$ cat src/rtl/sstws_pkg.sv
// Shared constants and the digit-to-segment table for the two-wire sender.
// No dependencies; imported by every module of the block.
`default_nettype none

package sstws_pkg;

    localparam int DIGITS_DEF = 4;
    localparam int FRAME_W    = 4;
    localparam int CFG_IDX_W  = 2;
    localparam int CFG_DATA_W = 8;

    localparam logic [CFG_IDX_W-1:0] CFG_DATA_CMD = 2'd0;
    localparam logic [CFG_IDX_W-1:0] CFG_ADDR_CMD = 2'd1;
    localparam logic [CFG_IDX_W-1:0] CFG_DISP_CTL = 2'd2;

    localparam logic [7:0] DATA_CMD_RST = 8'h40;
    localparam logic [7:0] ADDR_CMD_RST = 8'hc0;
    localparam logic [7:0] DISP_CTL_RST = 8'h8c;

    localparam logic [7:0] ASCII_ZERO = 8'h30;

    localparam logic CMD_LOAD = 1'b0;
    localparam logic CMD_TICK = 1'b1;

    function automatic logic [7:0] seg_code(input logic [3:0] idx);
        logic [7:0] code;
        case (idx)
            4'd0: code = 8'h3f;
            4'd1: code = 8'h06;
            4'd2: code = 8'h5b;
            4'd3: code = 8'h4f;
            4'd4: code = 8'h66;
            4'd5: code = 8'h6d;
            4'd6: code = 8'h7d;
            4'd7: code = 8'h07;
            4'd8: code = 8'h7f;
            4'd9: code = 8'h6f;
            default: code = 8'h3f;
        endcase
        return code;
    endfunction

endpackage

`default_nettype wire

$ cat src/rtl/seven_segment_two_wire_sender.sv
// Two-wire seven-segment display sender: load requests arm a frame sequence,
// tick requests advance the clock/data waveform by one phase each.
// Uses sstws_pkg and sstws_digit_map.
// An accepted request's result enters the output register in the cycle after.
// Throughput: one request per cycle while m_tready is high or the output is empty.
// Reset (aresetn low, synchronous): idle, both lines high, registers at defaults.
`default_nettype none

module seven_segment_two_wire_sender
    import sstws_pkg::*;
#(
    parameter int DIGITS = DIGITS_DEF
) (
    input  wire logic                  aclk,
    input  wire logic                  aresetn,
    input  wire logic                  cfg_we,
    input  wire logic [CFG_IDX_W-1:0]  cfg_addr,
    input  wire logic [CFG_DATA_W-1:0] cfg_wdata,
    input  wire logic                  s_tvalid,
    output logic                       s_tready,
    // digit_zero, digit_one, digit_two, digit_three, digit_count, dio_sample
    input  wire logic [47:0]           s_tdata,
    // command
    input  wire logic                  s_tuser,
    output logic                       m_tvalid,
    input  wire logic                  m_tready,
    // clock_line, data_line, busy_res
    output logic [7:0]                 m_tdata,
    output logic                       m_tlast
);

    typedef enum logic [3:0] {
        PH_IDLE     = 4'd0,
        PH_START0   = 4'd1,
        PH_START1   = 4'd2,
        PH_START2   = 4'd3,
        PH_BIT_LOW  = 4'd4,
        PH_BIT_SET  = 4'd5,
        PH_BIT_HIGH = 4'd6,
        PH_ACK_REL  = 4'd7,
        PH_ACK_WAIT = 4'd8,
        PH_ACK_LOW  = 4'd9,
        PH_STOP0    = 4'd10,
        PH_STOP1    = 4'd11,
        PH_STOP2    = 4'd12,
        PH_STOP3    = 4'd13
    } phase_t;

    typedef logic [DIGITS-1:0][7:0] seg_buf_t;

    localparam logic [FRAME_W-1:0] LAST_SEG_SLOT = FRAME_W'(DIGITS + 1);
    localparam logic [FRAME_W-1:0] CTL_SLOT      = FRAME_W'(DIGITS + 2);

    logic [7:0]         data_cmd_reg, addr_cmd_reg, disp_ctl_reg;
    seg_buf_t           seg_buf_reg, seg_buf_next;
    logic [7:0]         shift_reg, shift_next;
    logic [2:0]         bit_pos_reg, bit_pos_next;
    phase_t             phase_reg, phase_next;
    logic [FRAME_W-1:0] frame_reg, frame_next;
    logic               clk_lvl_reg, clk_lvl_next;
    logic               dat_lvl_reg, dat_lvl_next;
    logic               active_reg, active_next;
    logic               done_next;
    logic               m_tvalid_reg;
    logic [7:0]         m_tdata_reg, m_tdata_next;
    logic               m_tlast_reg;

    logic               s_accept;
    seg_buf_t           load_codes;
    logic [7:0]         slot_cur, slot_inc;
    logic               released;

    sstws_digit_map #(
        .DIGITS(DIGITS)
    ) u_digit_map (
        .chars      ({s_tdata[31:24], s_tdata[23:16], s_tdata[15:8], s_tdata[7:0]}),
        .char_count (s_tdata[39:32]),
        .codes      (load_codes)
    );

    function automatic logic [7:0] slot_byte(
        input logic [FRAME_W-1:0] fp,
        input seg_buf_t           sbuf,
        input logic [7:0]         dcmd,
        input logic [7:0]         acmd,
        input logic [7:0]         dctl
    );
        logic [7:0] b;
        b = dctl;
        if (fp == FRAME_W'(0)) begin
            b = dcmd;
        end else if (fp == FRAME_W'(1)) begin
            b = acmd;
        end else begin
            for (int i = 0; i < DIGITS; i++) begin
                if (fp == FRAME_W'(i + 2)) begin
                    b = sbuf[i];
                end
            end
        end
        return b;
    endfunction

    assign s_tready = !m_tvalid_reg || m_tready;
    assign s_accept = s_tvalid && s_tready;
    assign slot_cur = slot_byte(frame_reg, seg_buf_reg, data_cmd_reg, addr_cmd_reg,
                                disp_ctl_reg);
    assign slot_inc = slot_byte(frame_reg + FRAME_W'(1), seg_buf_reg, data_cmd_reg,
                                addr_cmd_reg, disp_ctl_reg);

    always_comb begin
        seg_buf_next = seg_buf_reg;
        shift_next   = shift_reg;
        bit_pos_next = bit_pos_reg;
        phase_next   = phase_reg;
        frame_next   = frame_reg;
        clk_lvl_next = clk_lvl_reg;
        dat_lvl_next = dat_lvl_reg;
        active_next  = active_reg;
        done_next    = 1'b0;
        if (s_accept) begin
            if (s_tuser == CMD_LOAD) begin
                if (!active_reg) begin
                    seg_buf_next = load_codes;
                    active_next  = 1'b1;
                    frame_next   = '0;
                    bit_pos_next = '0;
                    phase_next   = PH_START0;
                end
            end else if (active_reg) begin
                case (phase_reg)
                    PH_START0: begin
                        clk_lvl_next = 1'b1;
                        phase_next   = PH_START1;
                    end
                    PH_START1: begin
                        dat_lvl_next = 1'b1;
                        phase_next   = PH_START2;
                    end
                    PH_START2: begin
                        dat_lvl_next = 1'b0;
                        shift_next   = slot_cur;
                        bit_pos_next = '0;
                        phase_next   = PH_BIT_LOW;
                    end
                    PH_BIT_LOW: begin
                        clk_lvl_next = 1'b0;
                        phase_next   = PH_BIT_SET;
                    end
                    PH_BIT_SET: begin
                        dat_lvl_next = shift_reg[0];
                        shift_next   = {1'b0, shift_reg[7:1]};
                        phase_next   = PH_BIT_HIGH;
                    end
                    PH_BIT_HIGH: begin
                        clk_lvl_next = 1'b1;
                        if (bit_pos_reg == 3'd7) begin
                            bit_pos_next = '0;
                            phase_next   = PH_ACK_REL;
                        end else begin
                            bit_pos_next = bit_pos_reg + 3'd1;
                            phase_next   = PH_BIT_LOW;
                        end
                    end
                    PH_ACK_REL: begin
                        clk_lvl_next = 1'b0;
                        phase_next   = PH_ACK_WAIT;
                    end
                    PH_ACK_WAIT: begin
                        if (!s_tdata[40]) begin
                            clk_lvl_next = 1'b1;
                            phase_next   = PH_ACK_LOW;
                        end
                    end
                    PH_ACK_LOW: begin
                        clk_lvl_next = 1'b0;
                        if (frame_reg == FRAME_W'(0) || frame_reg == LAST_SEG_SLOT ||
                            frame_reg == CTL_SLOT) begin
                            phase_next = PH_STOP0;
                        end else begin
                            frame_next   = frame_reg + FRAME_W'(1);
                            shift_next   = slot_inc;
                            bit_pos_next = '0;
                            phase_next   = PH_BIT_LOW;
                        end
                    end
                    PH_STOP0: begin
                        clk_lvl_next = 1'b0;
                        phase_next   = PH_STOP1;
                    end
                    PH_STOP1: begin
                        dat_lvl_next = 1'b0;
                        phase_next   = PH_STOP2;
                    end
                    PH_STOP2: begin
                        clk_lvl_next = 1'b1;
                        phase_next   = PH_STOP3;
                    end
                    PH_STOP3: begin
                        dat_lvl_next = 1'b1;
                        if (frame_reg >= CTL_SLOT) begin
                            done_next   = 1'b1;
                            active_next = 1'b0;
                            frame_next  = '0;
                            phase_next  = PH_IDLE;
                        end else begin
                            frame_next = frame_reg + FRAME_W'(1);
                            phase_next = PH_START0;
                        end
                    end
                    default: begin
                        active_next  = 1'b0;
                        frame_next   = '0;
                        bit_pos_next = '0;
                        phase_next   = PH_IDLE;
                    end
                endcase
            end
        end
        released     = active_next && (phase_next == PH_ACK_WAIT || phase_next == PH_ACK_LOW);
        m_tdata_next = {5'b0, active_next, released | dat_lvl_next, clk_lvl_next};
    end

    always_ff @(posedge aclk) begin
        if (!aresetn) begin
            data_cmd_reg <= DATA_CMD_RST;
            addr_cmd_reg <= ADDR_CMD_RST;
            disp_ctl_reg <= DISP_CTL_RST;
            seg_buf_reg  <= '0;
            shift_reg    <= '0;
            bit_pos_reg  <= '0;
            phase_reg    <= PH_IDLE;
            frame_reg    <= '0;
            clk_lvl_reg  <= 1'b1;
            dat_lvl_reg  <= 1'b1;
            active_reg   <= 1'b0;
            m_tvalid_reg <= 1'b0;
        end else begin
            if (cfg_we) begin
                case (cfg_addr)
                    CFG_DATA_CMD: data_cmd_reg <= cfg_wdata;
                    CFG_ADDR_CMD: addr_cmd_reg <= cfg_wdata;
                    CFG_DISP_CTL: disp_ctl_reg <= cfg_wdata;
                    default: ;
                endcase
            end
            seg_buf_reg <= seg_buf_next;
            shift_reg   <= shift_next;
            bit_pos_reg <= bit_pos_next;
            phase_reg   <= phase_next;
            frame_reg   <= frame_next;
            clk_lvl_reg <= clk_lvl_next;
            dat_lvl_reg <= dat_lvl_next;
            active_reg  <= active_next;
            if (s_accept) begin
                m_tvalid_reg <= 1'b1;
            end else if (m_tready) begin
                m_tvalid_reg <= 1'b0;
            end
        end
    end

    always_ff @(posedge aclk) begin
        if (s_accept) begin
            m_tdata_reg <= m_tdata_next;
            m_tlast_reg <= done_next;
        end
    end

    assign m_tvalid = m_tvalid_reg;
    assign m_tdata  = m_tdata_reg;
    assign m_tlast  = m_tlast_reg;

    a_active_phase: assert property (@(posedge aclk) disable iff (!aresetn)
        active_reg == (phase_reg != PH_IDLE))
        else $error("sequencer active flag disagrees with phase");

    a_frame_range: assert property (@(posedge aclk) disable iff (!aresetn)
        frame_reg <= CTL_SLOT)
        else $error("frame position beyond control byte slot");

    a_load_arms: assert property (@(posedge aclk) disable iff (!aresetn)
        (s_accept && s_tuser == CMD_LOAD && !active_reg)
        |=> (active_reg && phase_reg == PH_START0 && frame_reg == '0))
        else $error("idle load request did not arm the sequence");

    a_done_idle: assert property (@(posedge aclk) disable iff (!aresetn)
        (m_tvalid && m_tlast) |-> !m_tdata[2])
        else $error("sequence end reported while still busy");

endmodule

`default_nettype wire

$ cat src/rtl/sstws_digit_map.sv
// Maps the ASCII characters of a load request to seven-segment codes.
// Depends on sstws_pkg for the segment table.
`default_nettype none

module sstws_digit_map
    import sstws_pkg::*;
#(
    parameter int DIGITS = DIGITS_DEF
) (
    input  wire logic [3:0][7:0]        chars,
    input  wire logic [7:0]             char_count,
    output logic      [DIGITS-1:0][7:0] codes
);

    always_comb begin
        logic [7:0] diff;
        for (int i = 0; i < DIGITS; i++) begin
            codes[i] = seg_code(4'd0);
            if (i < 4) begin
                diff = chars[i % 4] - ASCII_ZERO;
                if (char_count > 8'(i) && diff <= 8'd9) begin
                    codes[i] = seg_code(diff[3:0]);
                end
            end
        end
    end

endmodule

`default_nettype wire
$ cat config.mk
export PLATFORM = sky130hd
export DESIGN_NAME = seven_segment_two_wire_sender
export DESIGN_NICKNAME = d
export VERILOG_FILES = /design/src/rtl/sstws_pkg.sv /design/src/rtl/seven_segment_two_wire_sender.sv /design/src/rtl/sstws_digit_map.sv
export SDC_FILE = /design/constraint.sdc
export NUM_CORES = 1
export LEC_CHECK = 0
export BUFFER_PORTS_ARGS = -buffer_cell sky130_fd_sc_hd__buf_2
export CAP_MARGIN = 15
export CORE_MARGIN = 8
export CORE_UTILIZATION = 59
export CTS_CLUSTER_DIAMETER = 40
export DETAILED_ROUTE_END_ITERATION = 10
export PLACE_DENSITY = 0.9
export SYNTH_ARGS = -nofsm -noshare
export SYNTH_HDL_FRONTEND = slang
export SYNTH_SLANG_ARGS = --single-unit
export TNS_END_PERCENT = 100
$ cat constraint.sdc
create_clock -name aclk -period 2.9 [get_ports aclk]
set_input_delay 0.145 -clock aclk [delete_from_list [all_inputs] [get_ports aclk]]
set_output_delay 0.145 -clock aclk [all_outputs]
set_load 0.005 [all_outputs]
# Yosys cells after proc, flatten, opt, wreduce, memory -nomap -nowiden
# Memories as Yosys holds them, arrays and structs flattened.
# Cells that the tools add are included.
[op_classes]
n_reduce_logical = 31
eq_ne = 35
n_addsub = 6
n_lt_le_gt_ge = 9
n_mux = 56
n_bitwise = 3
[op_table]
columns = ["cell", "n"]
rows = [
  ["$mux 8", 17],
  ["$pmux 4 s13", 1],
  ["$mux 4", 11],
  ["$eq 4x3->1 const B", 9],
  ["$eq 4x4->1 const B", 8],
  ["$le 8x4->1 const B", 4],
  ["$sub 8x6->8 const B", 4],
  ["$eq 4x2->1 const B", 6],
  ["$pmux 8 s3", 1],
  ["$gt 8x1->1 const B", 2],
  ["$gt 8x2->1 const B", 2],
  ["$mux 1", 15],
  ["$mux 3", 5],
  ["$reduce_and 5->1", 3],
  ["$eq 4x1->1 const B", 3],
  ["$pmux 4 s3", 1],
  ["$reduce_or 12->1", 1],
  ["$reduce_or 11->1", 1],
  ["$reduce_or 10->1", 1],
  ["$pmux 3 s3", 1],
  ["$logic_not 4->1", 2],
  ["$ne 2x2->1 const B", 4],
  ["$logic_and 1x1->1", 6],
  ["$pmux 1 s3", 2],
  ["other kinds (22)", 30],
]
[totals]
mem_count = 4
inputBits = 64
romBits = 448
reg_bits = 83
[mem_list]
columns = ["name", "depth", "word_bits", "read_ports", "rd_ports_with_merged_regs", "write_ports", "line", "rtl"]
rows = [
  ["(no name shown)", 16, 7, 1, 0, 0, "sstws_pkg.sv:27", "case (idx)"],
  ["(no name shown)", 16, 7, 1, 0, 0, "sstws_pkg.sv:27", ""],
  ["(no name shown)", 16, 7, 1, 0, 0, "sstws_pkg.sv:27", ""],
  ["(no name shown)", 16, 7, 1, 0, 0, "sstws_pkg.sv:27", ""],
]

# Depth between registers and ports, before layout
[logic_depth]
depth_word = 12
depth_mapped = 11
depth_no_buf = 8

# Cells and area by module
# From an unflattened synthesis, not the netlist that was laid out.
[unflattened]
hier_cells = 771
area_unflattened_um2 = 5972.0
[by_module_without_submodules]
columns = ["module", "instances", "area_each_um2", "cells_per_inst"]
rows = [
  ["seven_segment_two_wire_sender", 1, 5022.3, 643],
  ["sstws_digit_map", 1, 949.7, 128],
]

# Worst setup path after synthesis
# Ideal clock, no wire load.
[synth_path]
kind = "register to register"
from = "register frame_reg[0]"
to = "register bit_pos_reg[0]"
slack_ps = 578
t_required_ps = 2779
path_stages_with_launch = 11
n_path_buf = 2
t_arrival_ps = 2201
path_cell_list = "dfxtp_1 > buf_2 > inv_1 > ha_1 > buf_2 > nor3b_4 > o311ai_2 > a221oi_2 > a31oi_1 > a2111o_1 > mux2i_1"
[synth_via]
elab_chain_len = 5
[synth_lines]
columns = ["element", "line", "rtl"]
rows = [
  ["start: declaration", "seven_segment_two_wire_sender.sv:59", "logic [FRAME_W-1:0] frame_reg, frame_next;"],
  ["start signal: assignment", "seven_segment_two_wire_sender.sv:251", "frame_reg <= frame_next;"],
  ["$eq 4x3->1 / $logic_not 4->1 (equally long branches)", "seven_segment_two_wire_sender.sv:177", "if (frame_reg == FRAME_W'(0) || frame_reg == LAST_SEG_SLOT ||"],
  ["$logic_or 1x1->1", "seven_segment_two_wire_sender.sv:177", ""],
  ["$logic_or 1x1->1 *", "seven_segment_two_wire_sender.sv:177", ""],
  ["$ne 3x3->1 (no source line) *", "n/a", ""],
  ["$reduce_and 5->1 (no source line) *", "n/a", ""],
  ["end signal: assignment", "seven_segment_two_wire_sender.sv:249", "bit_pos_reg <= bit_pos_next;"],
  ["end: declaration", "seven_segment_two_wire_sender.sv:57", "logic [2:0] bit_pos_reg, bit_pos_next;"],
]
# Every way passes the cells marked *; elsewhere a longest branch is shown, timed or not.
# A chain may end at the register's enable or synchronous reset.

# Worst setup path in the final report
[layout_path]
from = "register frame_reg[0]"
to = "register shift_reg[6]"
[layout_via]
elab_chain_len = 10
[layout_lines]
columns = ["element", "line", "rtl"]
rows = [
  ["$add 4x1->4", "seven_segment_two_wire_sender.sv:108", "assign slot_inc = slot_byte(frame_reg + FRAME_W'(1), seg_buf_reg, data_cmd_reg,"],
  ["$eq 4x2->1", "seven_segment_two_wire_sender.sv:96", "if (fp == FRAME_W'(i + 2)) begin"],
  ["$mux 8 (4 in a row)", "seven_segment_two_wire_sender.sv:96", ""],
  ["$mux 8", "seven_segment_two_wire_sender.sv:92", "end else if (fp == FRAME_W'(1)) begin"],
  ["$mux 8", "seven_segment_two_wire_sender.sv:90", "if (fp == FRAME_W'(0)) begin"],
  ["$mux 8", "seven_segment_two_wire_sender.sv:177", ""],
  ["$pmux 8 s3", "seven_segment_two_wire_sender.sv:131", "case (phase_reg)"],
  ["end signal: assignment", "seven_segment_two_wire_sender.sv:248", "shift_reg <= shift_next;"],
  ["end: declaration", "seven_segment_two_wire_sender.sv:56", "logic [7:0] shift_reg, shift_next;"],
]
# Several ways; a longest one is shown, not always the timed one. The select of a mux whose other input is x is not followed.

==> run metrics <==
ratio of cells with drive above 1 in the final layout=between 10% and 20%; Static Leakage=approximately 2.6 nW; outcome=complete, no violations; GRT Util Overall=between 20% and 30%; Via density=between 6 and 7; Req. time, crit path=3.15 ns; Avg WL per Cell=19.6 um; routed wire length=roughly 18000 um; critical path startpoint=frame_reg[0]; # hold bufs at CTS=0; max-cap viol count=0; Worst path max stage delay=about 0.59 ns; Critical Path, Cell by Cell=inv_1 -> ha_1 -> nor3b_4 -> nor4_1 -> nor4_4 -> buf_4 -> nand2_1 -> a2111oi_0 -> nor2_1; Die W=~110 um; Antenna Nets Post-Route=0; largest area contributor in the netlist=dfxtp_1; busiest layer in global routing=met2; core area=between 9000 and 10000 um2; Die ar.=between 10000 and 15000 um2; Post-Syn Area=about 5700 um2; Final WS setup=0.240 ns; IO Count=75; first-pass GRT wire length=28500 um; Max H-tree Level=3; Synth-to-Final Area Change=10.7%; Seq/Total Area, Yosys=between 20 and 30%; gpl congestion=approximately 1; fin crit period=roughly 2.7 ns; Post-synth ARST share=0%; clk buf depth=2; Final TNS setup=0 ns; CTS buffer count=9; Num Clock Sinks=between 70 and 80; Post-synth top flop=dfxtp_1; Starting Density=59.6%; Hold Crit Class=in2reg; #FFs+latches synth=between 70 and 80; CP max FO=17; met2 usage=between 40 and 50%; Slowest-stage cell, CP=dfxtp_1; root buffer cell=clkbuf_8; Final Max Tran Viols=0; Post-CTS Setup Inserts=0; Max Freq=376 MHz; flip-flop count of the largest register after layout=28; initial antenna violation count=0; startpoint types=register; slew margin rel.=55.0%; Distinct cells, synth=72; synth top area cells=dfxtp_1 26%, ha_1 7.7%, mux2i_1 6.7%; first drt pass iteration count=7; Slew @ Worst Pin=0.674 ns; dpl ws=~0.3 ns; Crit Path Class=reg2reg; IO Port Bufs=between 60 and 70; Crit path arrival time=between 2 and 3 ns; origin of the worst min-delay path=cfg_wdata[7]; final hold viol count=0; Worst VDD drop=around 0.32 mV; final period utilization=between 90% and 100%; clock skew=between 0.009 and 0.01 ns; met3 usage=under 10%; Synth top area share=a little over a quarter; Commonest cells post-synth=75 x dfxtp_1, 75 x nand2_1, 65 x nor2_1, 60 x o21ai_0, 50 x a21oi_1; placement row count=36; utilization after layout=around 66%; Final setup viols=0; GR Layer Usage met1=between 30% and 40%; die height=around 110 um; DR DRC count=0; PwrDens=approximately 370 nW/um2; Yosys warnings=0; crit path capture type=register; worst skew pair latency=between 0.3 and 0.4 ns; largest net degree at the start of global routing=49; CTS tree=built; Antenna diodes=0; fin nets=863; # resized after CTS=0; number of synthesized flops with an enable pin=4; Syn Area/Cell=~8.0 um2; vias after detailed routing=a little under 6000; number of global-route vias before repair=between 5000 and 6000; clk slew on worst S/H paths=roughly 0.09 ns; unrepaired setup endpoints after global routing=no; initial drt markers=700; Overflow after GRT=0; synthesized netlist cell count=about 720; detailed placement HPWL=13300 um; launch point of the worst reg-to-reg path=frame_reg[0]
[final timing paths]
path                endpoint  slack (ns)  depth (start not counted)
max             shift_reg[6]        0.24                          9
min          disp_ctl_reg[7]        0.02                          3
max reg2reg     shift_reg[6]        0.24                          9
min reg2reg   bit_pos_reg[2]        0.48                          2
[routing by layer]
layer | vias to the layer above | wire length, um
met5 | - | 0
met4 | 0 | 763
met3 | 72 | 1610
met2 | 338 | 8260
met1 | 2732 | 7020
li1 | 2724 | -
[where the power goes]
part / leakage [nW] / internal (mW) / switching [mW]
registers: 0.644 / 1.14 / 0.0498
clock network: 0.103 / 0.399 / 0.442
logic: 1.83 / 0.130 / 0.178
total: 2.58 / 1.67 / 0.670
[worst max-delay path, delay by kind of cell (launching register included)]
family | cells | cell delay [ns]
AND/OR/NAND/NOR | 5 | 0.87
AO/OA/AOI/OAI | 1 | 0.32
flip-flops | 1 | 0.59
buffers and inverters | 2 | 0.40
adder cells (fa/ha/maj) | 1 | 0.37
[logic make-up (layout without fill, tap and decap cells)]
group                    Yosys count  after routing  share of synthesized area, %
other                              1              5                        0.0659
flip-flops                        79             79                          28.5
AO/OA/AOI/OAI                    235            235                          28.5
buffers and inverters             85            134                          6.59
AND/OR/NAND/NOR                  235            235                          20.5
XOR/XNOR                           3              3                         0.462
adder cells (fa/ha/maj)           35             35                          7.69
multiplexers                      43             43                          7.67
[through the flow]
stage          total power [mW]  cells  hold slack, ns  cell area (um2)
2_1_floorplan              1.39    720           0.246             5710
3_3_place_gp               1.49    886           0.386             6110
3_5_place_dp               1.51    886           0.398             6110
4_1_cts                    2.34    902         0.00670             6300
5_1_grt                    2.42    902          0.0327             6300
6_report                   2.34    902          0.0229             6300
[cell usage in the layout (no fill, tap or decap), drive strengths merged, types with 7 or more instances in the layout]
| master | instances |
|---|---|
| clkbuf | 9 |
| nand2 | 75 |
| nand2b | 15 |
| inv | 33 |
| a211oi | 11 |
| nor2b | 10 |
| a31oi | 15 |
| a21oi | 53 |
| ha | 35 |
| a221oi | 7 |
| nand3 | 14 |
| nor3 | 11 |
| o21ai | 61 |
| o211ai | 7 |
| o221ai | 7 |
| dfxtp | 75 |
| nor2 | 65 |
| o2111ai | 7 |
| o221a | 10 |
| buf | 86 |
| o32ai | 9 |
| mux2i | 38 |
[layout make-up]
| class | count | area (um2) |
|---|---|---|
| clock buffer | 9 | 124 |
| clock inverter | 7 | 71.3 |
| fill | 837 | 3240 |
| inverter | 32 | 120 |
| multi-input combinational | 556 | 3710 |
| sequential | 79 | 1620 |
| tap | 133 | 166 |
| timing repair buffer | 86 | 490 |
(Power assumes the default switching activity.)
